==> config.mk <==
export PLATFORM = sky130hd
export DESIGN_NAME = srp_ctrl
export DESIGN_NICKNAME = d
export VERILOG_FILES = /design/src/srp_pkg.sv /design/src/srp_ctrl.sv
export SDC_FILE = /design/constraint.sdc
export NUM_CORES = 1
export LEC_CHECK = 0
export BUFFER_PORTS_ARGS = -buffer_cell sky130_fd_sc_hd__buf_4
export CAP_MARGIN = 10
export CELL_PAD_IN_SITES_DETAIL_PLACEMENT = 1
export CELL_PAD_IN_SITES_GLOBAL_PLACEMENT = 2
export CORE_MARGIN = 2
export CORE_UTILIZATION = 21
export DETAILED_ROUTE_END_ITERATION = 7
export PLACE_DENSITY_LB_ADDON = 0.1
export SYNTH_ARGS = -nofsm -noshare
export SYNTH_HDL_FRONTEND = slang
export SYNTH_SLANG_ARGS = --single-unit
==> constraint.sdc <==
create_clock -name clk -period 1.5 [get_ports clk]
set_input_delay 0.15 -clock clk [delete_from_list [all_inputs] [get_ports clk]]
set_output_delay 0.15 -clock clk [all_outputs]
set_load 0.02 [all_outputs]
==> src/srp_pkg.sv <==
// Shared constants, types and codes of the scratch ring player.
`timescale 1ns / 1ps
`default_nettype none

package srp_pkg;

  // Ring store geometry and block limits.
  localparam int RING_DEPTH   = 262144;
  localparam int RING_AW      = $clog2(RING_DEPTH);
  localparam int MAX_BLOCK    = 4096;
  localparam int LEN_W        = $clog2(MAX_BLOCK + 1);
  localparam int CLAMP_MARGIN = 4;

  // Field widths.
  localparam int KIND_W      = 1;
  localparam int BLOCK_LEN_W = 13;
  localparam int JOG_W       = 16;
  localparam int SAMPLE_BITS = 24;
  localparam int GAIN_W      = 16;
  localparam int SENS_W      = 16;

  // Position arithmetic: write count in frames, playhead in Q48.16.
  localparam int WC_W   = 48;
  localparam int FRAC_W = 16;
  localparam int POS_W  = WC_W + FRAC_W;
  localparam int MOVE_W = JOG_W + SENS_W + 1;

  // Configuration port.
  localparam int CFG_IDX_W  = 2;
  localparam int CFG_DATA_W = 16;

  localparam logic [CFG_IDX_W-1:0] CFG_SCRATCH_GAIN = 2'd0;
  localparam logic [CFG_IDX_W-1:0] CFG_MONITOR_GAIN = 2'd1;
  localparam logic [CFG_IDX_W-1:0] CFG_SENSITIVITY  = 2'd2;
  localparam logic [CFG_IDX_W-1:0] CFG_STEREO_MODE  = 2'd3;

  localparam logic [GAIN_W-1:0] SCRATCH_GAIN_RST = 16'd32768;
  localparam logic [GAIN_W-1:0] MONITOR_GAIN_RST = 16'd32768;
  localparam logic [SENS_W-1:0] SENSITIVITY_RST  = 16'd256;

  // Item kinds.
  localparam logic [KIND_W-1:0] KIND_HEADER = 1'b0;
  localparam logic [KIND_W-1:0] KIND_FRAME  = 1'b1;

  typedef enum logic [3:0] {
    ST_CLEAR,
    ST_IDLE,
    ST_HDR_MOVE,
    ST_HDR_CLAMP,
    ST_RD0,
    ST_RD1,
    ST_MUL,
    ST_MIX,
    ST_OUT
  } srp_state_t;

  typedef struct packed {
    logic clear_wr;
    logic hdr_load;
    logic hdr_move;
    logic hdr_clamp;
    logic frame_start;
    logic rd_sel;
    logic cap_s0;
    logic mul;
    logic mix;
    logic load_out;
  } srp_cmd_t;

  typedef struct packed {
    logic left_zero;
    logic clear_last;
  } srp_status_t;

endpackage

`default_nettype wire

==> src/srp_ctrl.sv <==
// Controller: sequences the clearing pass, header update and frame steps.
`timescale 1ns / 1ps
`default_nettype none

module srp_ctrl
  import srp_pkg::*;
(
  input  wire logic              clk,
  input  wire logic              rst,
  input  wire logic              in_valid,
  input  wire logic [KIND_W-1:0] in_kind,
  output logic                   in_ready,
  output logic                   out_valid,
  input  wire logic              out_ready,
  input  wire srp_status_t       status,
  output srp_cmd_t               cmd
);

  srp_state_t state;
  srp_state_t state_next;
  logic       in_beat;

  always_ff @(posedge clk) begin
    if (rst) begin
      state     <= ST_CLEAR;
      out_valid <= 1'b0;
    end else begin
      state <= state_next;
      if (cmd.load_out) begin
        out_valid <= 1'b1;
      end else if (out_ready) begin
        out_valid <= 1'b0;
      end
    end
  end

  assign in_ready = (state == ST_IDLE);
  assign in_beat  = in_valid & in_ready;

  always_comb begin
    state_next = state;
    cmd        = '0;
    unique case (state)
      ST_CLEAR: begin
        cmd.clear_wr = 1'b1;
        if (status.clear_last) begin
          state_next = ST_IDLE;
        end
      end
      ST_IDLE: begin
        if (in_beat) begin
          if (in_kind == KIND_HEADER) begin
            cmd.hdr_load = 1'b1;
            state_next   = ST_HDR_MOVE;
          end else if (!status.left_zero) begin
            cmd.frame_start = 1'b1;
            state_next      = ST_RD0;
          end
          // A frame outside a block is taken and dropped.
        end
      end
      ST_HDR_MOVE: begin
        cmd.hdr_move = 1'b1;
        state_next   = ST_HDR_CLAMP;
      end
      ST_HDR_CLAMP: begin
        cmd.hdr_clamp = 1'b1;
        state_next    = ST_IDLE;
      end
      ST_RD0: begin
        state_next = ST_RD1;
      end
      ST_RD1: begin
        cmd.rd_sel = 1'b1;
        cmd.cap_s0 = 1'b1;
        state_next = ST_MUL;
      end
      ST_MUL: begin
        cmd.mul    = 1'b1;
        state_next = ST_MIX;
      end
      ST_MIX: begin
        cmd.mix    = 1'b1;
        state_next = ST_OUT;
      end
      ST_OUT: begin
        if (!out_valid || out_ready) begin
          cmd.load_out = 1'b1;
          state_next   = ST_IDLE;
        end
      end
      default: begin
        state_next = ST_IDLE;
      end
    endcase
  end

  a_no_overwrite: assert property (@(posedge clk) disable iff (rst)
    cmd.load_out |-> (!out_valid || out_ready))
    else $error("result register loaded while an untaken beat waits");

  a_header_moves: assert property (@(posedge clk) disable iff (rst)
    (in_beat && in_kind == KIND_HEADER) |=> state == ST_HDR_MOVE)
    else $error("header beat did not start the playhead update");

  a_frame_reads: assert property (@(posedge clk) disable iff (rst)
    cmd.frame_start |=> state == ST_RD0 && !in_ready)
    else $error("frame beat did not start the store reads");

endmodule

`default_nettype wire

Word-level counts from Yosys, hierarchy flattened
Index checks and enable logic that the tools add are counted.
W data, S select, Z words.
{"block": "word_totals", "reg_bits": 5, "input_bits": 7}
{"block": "op_classes", "n_eq_ne": 12, "mux": 23, "bitwise_logic": 1, "n_reduce_logical": 5}
{"op": "$pmux W4 S8", "count": 1}
{"op": "$mux W4", "count": 5}
{"op": "$eq A4 B3 Y1 const B", "count": 4}
{"op": "$mux W1", "count": 16}
{"op": "$eq A4 B2 Y1 const B", "count": 2}
{"op": "$eq A4 B1 Y1 const B", "count": 1}
{"op": "$eq A4 B4 Y1 const B", "count": 1}
{"op": "$logic_not A4 Y1", "count": 1}
{"op": "$ne A2 B2 Y1 const B", "count": 2}
{"op": "$reduce_and A4 Y1", "count": 1}
{"op": "$ne A3 B3 Y1 const B", "count": 1}
{"op": "$mux W2", "count": 1}
{"op": "$ne A2 B1 Y1 const B", "count": 1}
{"op": "$reduce_bool A2 Y1", "count": 1}
{"op": "$and A1 B1 Y1", "count": 1}
{"op": "$logic_not A1 Y1", "count": 1}
{"op": "$logic_or A1 B1 Y1", "count": 1}

Longest topological paths before layout
Gate-level depths: netlist of the first run.
{"block": "depth", "word_depth": 5, "depth_mapped": 4, "ltp_nobuf": 3}

Least setup slack after synthesis of the first run
Ideal clock, no wire load.
{"block": "synth_path", "kind": "register to output", "from": "register state[1]", "to": "output port cmd[5] (netlist bit)", "arrival_ns": 1.711, "setup_slack_ns": -0.361, "stages_incl_launch_ff": 5, "path_buffers": 1, "path_cell_list": "dfxtp_1 -> buf_2 -> nor4b_2 -> nand2_1 -> nor3b_1"}
{"element": "start: declaration", "line_no": "srp_ctrl.sv:19", "source": "srp_state_t state;"}
{"element": "start signal: assignment", "line_no": "srp_ctrl.sv:28", "source": "state <= state_next;"}
{"element": "end: declaration", "line_no": "srp_ctrl.sv:16", "source": "output srp_cmd_t cmd"}

==> impl_metrics.prom, run 1 <==
# TYPE chip_impl_metric gauge
chip_impl_metric{name="pwr-share-clk",unit=""} 0.353
chip_impl_metric{name="gp_routability_congestion",unit=""} 0.683
chip_impl_metric{name="layoutNonFillerInstCount",unit=""} 82
chip_impl_metric{name="max_capacitance_violation_count",unit=""} 0
chip_impl_info{name="timing.critical_path.from_type",value="flip-flop"} 1
chip_impl_metric{name="global_route.usage.total",unit=""} 0.112
chip_impl_info{name="dominant_combinational_cell_family_by_area_after_synthesis",value="simple AND/OR/NAND/NOR gates"} 1
chip_impl_metric{name="via_count",unit=""} 392
chip_impl_info{name="timing.setup.critical_path_class",value="reg2out"} 1
chip_impl_metric{name="drt-total-wl",unit="mm"} 1.02
chip_impl_metric{name="min_period",unit="ps"} 1550
chip_impl_metric{name="syn_area_per_cell",unit="µm²"} 8.45
chip_impl_metric{name="post_synth_and_or_nand_nor_area_fraction",unit=""} 0.386
chip_impl_metric{name="clock_insertion_delay_worst_skew",unit="ps"} 240
chip_impl_metric{name="synth_xor_area_frac",unit=""} 0
chip_impl_info{name="grt_setup_unrepaired",value="true"} 1
chip_impl_metric{name="final_net_count",unit=""} 74
chip_impl_metric{name="floorplan.die_area",unit="µm²"} 1990
chip_impl_metric{name="grt_first_pass_wirelength",unit="mm"} 1.64
chip_impl_metric{name="dpl.hpwl",unit="µm"} 826
chip_impl_metric{name="cts_num_sinks",unit=""} 5
chip_impl_metric{name="power-per-cell-area",unit="nW/µm²"} 724
chip_impl_metric{name="cts_made_buffers",unit=""} 3
chip_impl_metric{name="fin_ws",unit="ps"} -45.1
chip_impl_metric{name="largest_net_degree_at_the_start_of_global_routing",unit=""} 10
chip_impl_info{name="critPathCaptureType",value="primary output"} 1
chip_impl_metric{name="wirelength_per_cell",unit="µm"} 12.4
chip_impl_metric{name="synth-seq-area-share",unit=""} 0.289
chip_impl_metric{name="drc",unit=""} 0
chip_impl_metric{name="initial_antenna_violation_count",unit=""} 0
chip_impl_metric{name="fmax",unit="MHz"} 647
chip_impl_metric{name="drt_initial_violations",unit=""} 3
chip_impl_metric{name="synth.area.mux_share",unit=""} 0
chip_impl_metric{name="first_global_vias",unit=""} 398
chip_impl_metric{name="clock_path_buffers",unit=""} 2
chip_impl_metric{name="port-buffer-count",unit=""} 18
chip_impl_metric{name="timing.final.crit_share",unit=""} 1.03
chip_impl_metric{name="diodes",unit=""} 0
chip_impl_metric{name="r2r_slack",unit="ps"} 140
chip_impl_metric{name="worst-path-max-fanout",unit=""} 3
chip_impl_metric{name="switching_share",unit=""} 0.295
chip_impl_metric{name="die-height",unit="µm"} 44.6
chip_impl_metric{name="finalSetupViolCount",unit=""} 1
chip_impl_metric{name="worst_slew_margin_rel",unit=""} 0.826
chip_impl_metric{name="ys_warn_count",unit=""} 0
chip_impl_metric{name="seq_power_share",unit=""} 0.344
chip_impl_metric{name="finalHoldViolCount",unit=""} 0
chip_impl_metric{name="placed_cells_incl_taps",unit=""} 75
chip_impl_metric{name="ios",unit=""} 19
chip_impl_metric{name="initial_core_utilization",unit=""} 0.227
chip_impl_metric{name="post_synth_inst_count",unit=""} 41
chip_impl_metric{name="layout-area-overhead-vs-synth",unit="%"} 73.6
chip_impl_metric{name="worst_setup_hold_path_clk_slew",unit="ps"} 40
chip_impl_metric{name="detail_route.vias_per_cell",unit=""} 4.78
chip_impl_metric{name="cellInternalPower",unit="W"} 0.000307
chip_impl_metric{name="syn_nets",unit=""} 48
chip_impl_metric{name="htree_levels",unit=""} 1
chip_impl_metric{name="netSwitchingPower",unit="W"} 0.000129
chip_impl_metric{name="finalClockSkew",unit="ps"} 0.346
chip_impl_info{name="tightest_hold_check_type",value="in2reg"} 1
chip_impl_metric{name="drive_above_1_share",unit=""} 0.621
chip_impl_metric{name="compound_gate_portion_of_the_synthesized_area",unit=""} 0.235
chip_impl_metric{name="die-width",unit="µm"} 44.6
chip_impl_info{name="tritoncts",value="built"} 1
chip_impl_info{name="outcome",value="finished, violations left"} 1
chip_impl_metric{name="max_vdd_drop",unit="mV"} 0.352
chip_impl_metric{name="synth-adder-area-share",unit=""} 0
chip_impl_metric{name="max_slew.worst_pin.slew",unit="ps"} 258
chip_impl_metric{name="post_drt_antenna_nets",unit=""} 0
chip_impl_metric{name="required",unit="ps"} 1350
chip_impl_metric{name="p_comb_frac",unit=""} 0.303
chip_impl_metric{name="cts_hold_buf",unit=""} 0
chip_impl_metric{name="power.static_leakage",unit="nW"} 0.279
chip_impl_metric{name="report.final.slew_viol_count",unit=""} 0
chip_impl_metric{name="power",unit="W"} 0.000436
chip_impl_metric{name="cp.arrival",unit="ps"} 1400
chip_impl_metric{name="postSynthRegisterBits",unit=""} 5
chip_impl_metric{name="grt.overflow.total",unit=""} 0
chip_impl_info{name="clock-root-buffer",value="sky130_fd_sc_hd__clkbuf_4"} 1
chip_impl_metric{name="fp.coreArea",unit="µm²"} 1520
chip_impl_metric{name="drtPass1Iterations",unit=""} 3
chip_impl_info{name="violated_checks",value="setup timing"} 1
chip_impl_metric{name="std_cell_rows",unit=""} 14
chip_impl_metric{name="syn_area",unit="µm²"} 347
chip_impl_metric{name="yosys.cell_types.count",unit=""} 22
## worst max-delay path, stage by stage (launching register included)
cell,delay [ps]
sky130_fd_sc_hd__dfxtp_4,350
sky130_fd_sc_hd__or4b_4,540
sky130_fd_sc_hd__nor2b_2,120
sky130_fd_sc_hd__buf_4,140
## final timing paths
| check | from | to | cells past startpoint |
|---|---|---|---|
| worst max register to register | state[1] | state[0] | 4 |
| worst min-delay path | rst | out_valid | 2 |
| worst max-delay path | state[1] | cmd[0] | 3 |
| worst min register to register | state[0] | state[0] | 1 |
## flip-flops by register name, summed over array words and instances, names as in the netlist
name,cells
out_valid,1
state,4
## placed cells by master (no fill, tap or decap), drive strengths merged
master and n:
a21bo 1, a21o 2, a21oi 3, dfxtp 5, clkbuf 4, nor2 4
nor4 1, o21ba 1, buf 24, nand2b 4, nor2b 3, inv 2
nand2 2, o21bai 1, nor3b 2, nor4b 1, nor3 3, or4b 1
a311oi 1, a2111oi 1
## synthesized netlist by cell type
| library cell | instances | area, µm² |
|---|---|---|
| sky130_fd_sc_hd__nor2_2 | 1 | 6.26 |
| sky130_fd_sc_hd__a21oi_1 | 3 | 15.0 |
| sky130_fd_sc_hd__buf_4 | 1 | 7.51 |
| sky130_fd_sc_hd__a21bo_2 | 1 | 10.0 |
| sky130_fd_sc_hd__nand2b_1 | 4 | 25.0 |
| sky130_fd_sc_hd__nor3b_1 | 2 | 15.0 |
| sky130_fd_sc_hd__o21ba_1 | 1 | 10.0 |
| sky130_fd_sc_hd__nor2_1 | 3 | 11.3 |
| sky130_fd_sc_hd__or4b_4 | 1 | 13.8 |
| sky130_fd_sc_hd__o21bai_1 | 1 | 7.51 |
| sky130_fd_sc_hd__nand2_1 | 2 | 7.51 |
| sky130_fd_sc_hd__nor4b_2 | 1 | 15.0 |
| sky130_fd_sc_hd__nor4_1 | 1 | 6.26 |
| sky130_fd_sc_hd__inv_1 | 2 | 7.51 |
| sky130_fd_sc_hd__a311oi_1 | 1 | 8.76 |
| sky130_fd_sc_hd__nor2b_1 | 3 | 18.8 |
| sky130_fd_sc_hd__buf_6 | 1 | 11.3 |
| sky130_fd_sc_hd__a21o_1 | 2 | 15.0 |
| sky130_fd_sc_hd__a2111oi_2 | 1 | 15.0 |
| sky130_fd_sc_hd__buf_2 | 1 | 5.00 |
| sky130_fd_sc_hd__dfxtp_1 | 5 | 100 |
| sky130_fd_sc_hd__nor3_1 | 3 | 15.0 |
## kinds of logic (layout without fill, tap and decap cells)
kind of cell	after synthesis	count (layout)
buffers and inverters	5	30
AO/OA/AOI/OAI	10	10
flip-flops	5	5
AND/OR/NAND/NOR	21	21
## power groups by stage
| stage | sequential, W | clock, W | combinational, W |
|---|---|---|---|
| 2_1_floorplan | 0.000147 | 0 | 0.0000822 |
| 3_3_place_gp | 0.000154 | 0 | 0.000117 |
| 3_5_place_dp | 0.000154 | 0 | 0.000120 |
| 4_1_cts | 0.000151 | 0.000161 | 0.000129 |
| 5_1_grt | 0.000152 | 0.000167 | 0.000143 |
| 6_report | 0.000150 | 0.000154 | 0.000132 |
## metal layers
metal  routed length [µm]  vias to the layer above  global-route usage
met1                  453                      179               0.142
met2                  472                       16               0.177
met4                   16                        0              0.0727
met3                   76                        2              0.0122
met5                    0                        -                   0
li1                     -                      195                   -
## final cells by class
type                            count  area (µm²)
Fill cell                         187         922
Multi-Input combinational cell     31         251
Timing Repair Buffer               24         184
Sequential cell                     5         113
Clock buffer                        4        26.3
Tap cell                           16        20.0
Inverter                            2        7.51
## stage by stage
step / cell area, µm² / setup TNS, ps / hold slack (ps) / setup slack (ps) / util
finish: 602 / -45.1 / 79.7 / -45.1 / 0.395
global route: 602 / -178 / 74.9 / -94.6 / 0.395
CTS: 584 / -50.7 / 77.3 / -50.7 / 0.383
detailed placement: 526 / 0 / 333 / 136 / 0.345
global placement: 526 / 0 / 327 / 155 / 0.345
floorplan: 372 / -26.3 / 219 / -26.3 / -
## timing repair
action / in CTS / in global routing
resized for setup: 6 / 5
buffers inserted: 3 / 0
pin swaps: 2 / 2
setup endpoints to repair: 5 / 5
Note: power is estimated with default switching activity, not from simulation.
==> run 2: changes to the inputs <==
--- a/config.mk
+++ b/config.mk
@@ -5,11 +5,11 @@
 export SDC_FILE = /design/constraint.sdc
 export NUM_CORES = 1
 export LEC_CHECK = 0
-export BUFFER_PORTS_ARGS = -buffer_cell sky130_fd_sc_hd__buf_4
+export BUFFER_PORTS_ARGS = -buffer_cell sky130_fd_sc_hd__buf_2
 export CAP_MARGIN = 10
 export CELL_PAD_IN_SITES_DETAIL_PLACEMENT = 1
 export CELL_PAD_IN_SITES_GLOBAL_PLACEMENT = 2
-export CORE_MARGIN = 2
+export CORE_MARGIN = 1
 export CORE_UTILIZATION = 21
 export DETAILED_ROUTE_END_ITERATION = 7
 export PLACE_DENSITY_LB_ADDON = 0.1
==> impl_metrics.prom, run 2 (synthesis results as in run 1) <==
# TYPE chip_impl_metric gauge
chip_impl_info{name="tightest_hold_check_type",value="in2reg"} 1
chip_impl_metric{name="power-per-cell-area",unit="nW/µm²"} 779
chip_impl_metric{name="power",unit="W"} 0.000436
chip_impl_metric{name="cp_slowest_stage_delay",unit="ps"} 540
chip_impl_metric{name="global_route.usage.total",unit=""} 0.140
chip_impl_metric{name="tns",unit="ps"} -59.8
chip_impl_metric{name="grt_first_pass_wirelength",unit="mm"} 1.88
chip_impl_metric{name="via_count",unit=""} 405
chip_impl_metric{name="largest_register_ffs",unit=""} 4
chip_impl_metric{name="cp_num_buf_inv",unit=""} 1
chip_impl_metric{name="seq_power_share",unit=""} 0.348
chip_impl_metric{name="layout-area-overhead-vs-synth",unit="%"} 61.4
chip_impl_info{name="outcome",value="finished, violations left"} 1
chip_impl_metric{name="die-width",unit="µm"} 42.6
chip_impl_metric{name="initial_core_utilization",unit=""} 0.227
chip_impl_metric{name="drt_initial_violations",unit=""} 4
chip_impl_metric{name="required",unit="ps"} 1350
chip_impl_metric{name="timing.critical_path.depth",unit=""} 3
chip_impl_metric{name="timing.final.crit_share",unit=""} 1.04
chip_impl_metric{name="floorplan.die_area",unit="µm²"} 1820
chip_impl_metric{name="worst-path-max-fanout",unit=""} 4
chip_impl_info{name="violated_checks",value="setup timing"} 1
chip_impl_metric{name="fmax",unit="MHz"} 641
chip_impl_metric{name="worst_slew_margin_rel",unit=""} 0.817
chip_impl_metric{name="timing.reg2reg.worst_path_depth",unit=""} 4
chip_impl_metric{name="power.static_leakage",unit="nW"} 0.270
chip_impl_metric{name="fp.coreArea",unit="µm²"} 1520
chip_impl_metric{name="largest_net_degree_at_the_start_of_global_routing",unit=""} 10
chip_impl_metric{name="drive_above_1_share",unit=""} 0.606
chip_impl_metric{name="std_cell_rows",unit=""} 14
chip_impl_info{name="critPathCaptureType",value="primary output"} 1
chip_impl_info{name="startpoint",value="state[1]"} 1
chip_impl_metric{name="final_net_count",unit=""} 74
chip_impl_metric{name="hold_depth",unit=""} 2
chip_impl_metric{name="post_drt_antenna_nets",unit=""} 0
chip_impl_metric{name="max_slew.worst_pin.slew",unit="ps"} 272
chip_impl_info{name="layout_common_cells",value="sky130_fd_sc_hd__buf_2, sky130_fd_sc_hd__buf_4"} 1
chip_impl_metric{name="ios",unit=""} 19
chip_impl_metric{name="post_route_utilization",unit=""} 0.367
chip_impl_metric{name="gp_routability_congestion",unit=""} 0.702
chip_impl_info{name="timing.critical_path.slowest_stage_cell",value="sky130_fd_sc_hd__or4b_4"} 1
chip_impl_metric{name="die-height",unit="µm"} 42.6
chip_impl_metric{name="worst_setup_hold_path_clk_slew",unit="ps"} 50
chip_impl_metric{name="cellInternalPower",unit="W"} 0.000301
chip_impl_metric{name="wirelength_met1",unit="µm"} 459
chip_impl_metric{name="port-buffer-count",unit=""} 18
chip_impl_metric{name="min_period",unit="ps"} 1560
chip_impl_metric{name="met3WireLength",unit="µm"} 54
chip_impl_metric{name="htree_levels",unit=""} 1
chip_impl_metric{name="cts_num_sinks",unit=""} 5
chip_impl_metric{name="initial_antenna_violation_count",unit=""} 0
chip_impl_info{name="reg_top3",value="state x4, out_valid x1"} 1
chip_impl_metric{name="cts_made_buffers",unit=""} 3
chip_impl_info{name="largest-register",value="state"} 1
chip_impl_info{name="clock-root-buffer",value="sky130_fd_sc_hd__clkbuf_4"} 1
chip_impl_metric{name="drc",unit=""} 0
chip_impl_metric{name="drtPass1Iterations",unit=""} 3
chip_impl_info{name="cpLargestDelayFamily",value="simple AND/OR/NAND/NOR gates"} 1
chip_impl_metric{name="netSwitchingPower",unit="W"} 0.000135
chip_impl_metric{name="cp.arrival",unit="ps"} 1410
chip_impl_info{name="crit-reg2reg-launch",value="state[1]"} 1
chip_impl_metric{name="finalSetupViolCount",unit=""} 1
chip_impl_metric{name="placed_cells_incl_taps",unit=""} 75
chip_impl_metric{name="dpl.hpwl",unit="µm"} 883
chip_impl_info{name="min_from",value="rst"} 1
chip_impl_info{name="timing.critical_path.from_type",value="flip-flop"} 1
chip_impl_metric{name="cts_hold_buf",unit=""} 0
chip_impl_metric{name="whs",unit="ps"} 107
chip_impl_metric{name="report.final.slew_viol_count",unit=""} 0
chip_impl_metric{name="drt-total-wl",unit="mm"} 1.13
chip_impl_metric{name="pwr-share-clk",unit=""} 0.368
chip_impl_info{name="timing.critical_path.cells",value="or4b_4 -> nor2b_1 -> buf_4"} 1
chip_impl_metric{name="finalClockSkew",unit="ps"} 6.12
chip_impl_metric{name="dr_wl_met2",unit="µm"} 610
chip_impl_info{name="timing.setup.critical_path_class",value="reg2out"} 1
chip_impl_metric{name="clock_insertion_delay_worst_skew",unit="ps"} 250
chip_impl_metric{name="clock_path_buffers",unit=""} 2
chip_impl_metric{name="wirelength_per_cell",unit="µm"} 13.8
chip_impl_metric{name="fin_ws",unit="ps"} -59.8
chip_impl_metric{name="fill_cells",unit=""} 186
chip_impl_metric{name="first_global_vias",unit=""} 404
chip_impl_info{name="tritoncts",value="built"} 1
chip_impl_metric{name="finalHoldViolCount",unit=""} 0
chip_impl_info{name="maxUsedRoutingLayer",value="met4"} 1
chip_impl_metric{name="switching_share",unit=""} 0.309
chip_impl_metric{name="detail_route.vias_per_cell",unit=""} 4.94
chip_impl_metric{name="p_comb_frac",unit=""} 0.284
chip_impl_metric{name="grt.overflow.total",unit=""} 0
chip_impl_metric{name="diodes",unit=""} 0
chip_impl_metric{name="max_capacitance_violation_count",unit=""} 0
chip_impl_metric{name="max_vdd_drop",unit="mV"} 0.365
chip_impl_info{name="grt_setup_unrepaired",value="true"} 1
chip_impl_metric{name="layoutNonFillerInstCount",unit=""} 82
==> run 2: cell counts in the layout (fill, tap and decap cells not counted) <==
Identical to the previous run, type by type.
==> run 2: worst paths after layout <==
| kind | end | slack, ps |
|---|---|---|
| setup / recovery | cmd[0] | -60 |
| hold / removal | out_valid | 110 |
| setup reg to reg | state[0] | 150 |
| hold reg to reg | state[0] | 520 |
==> run 2: area by class of cell <==
type                       instances  area (µm²)  share of cell area
inverter                           2        7.51              0.0134
timing repair buffer              24         150               0.268
tap                               16        20.0              0.0358
sequential                         5         108               0.192
clock buffer                       4        26.3              0.0470
multi-input combinational         31         248               0.443
==> run 2: routing by layer <==
| metal | track usage | up-vias |
|---|---|---|
| met4 | 0.0938 | 0 |
| met5 | 0 | - |
| met2 | 0.239 | 14 |
| met1 | 0.156 | 191 |
| met3 | 0.0216 | 2 |
| li1 | - | 198 |
==> run 2: timing repair <==
| action | in CTS | in global routing |
|---|---|---|
| gates cloned | 0 | 0 |
| pin swaps | 3 | 1 |
| endpoints found under the setup margin | 5 | 4 |
| buffers inserted | 3 | 0 |
| resized for setup | 10 | 2 |
==> run 2: power groups by stage <==
stage | registers [W] | logic (W) | clock network (W)
finish | 0.000151 | 0.000124 | 0.000160
global route | 0.000153 | 0.000135 | 0.000172
CTS | 0.000151 | 0.000122 | 0.000164
detailed placement | 0.000155 | 0.000108 | 0
global placement | 0.000154 | 0.000104 | 0
floorplan | 0.000147 | 0.0000822 | 0
==> run 2: through the flow <==
stage	area (µm²)	worst slack, ps
final	559	-59.8
after global routing	559	-105
after CTS	554	-63.8
after detailed placement	480	118
after global placement	480	136
after floorplan	372	-26.3
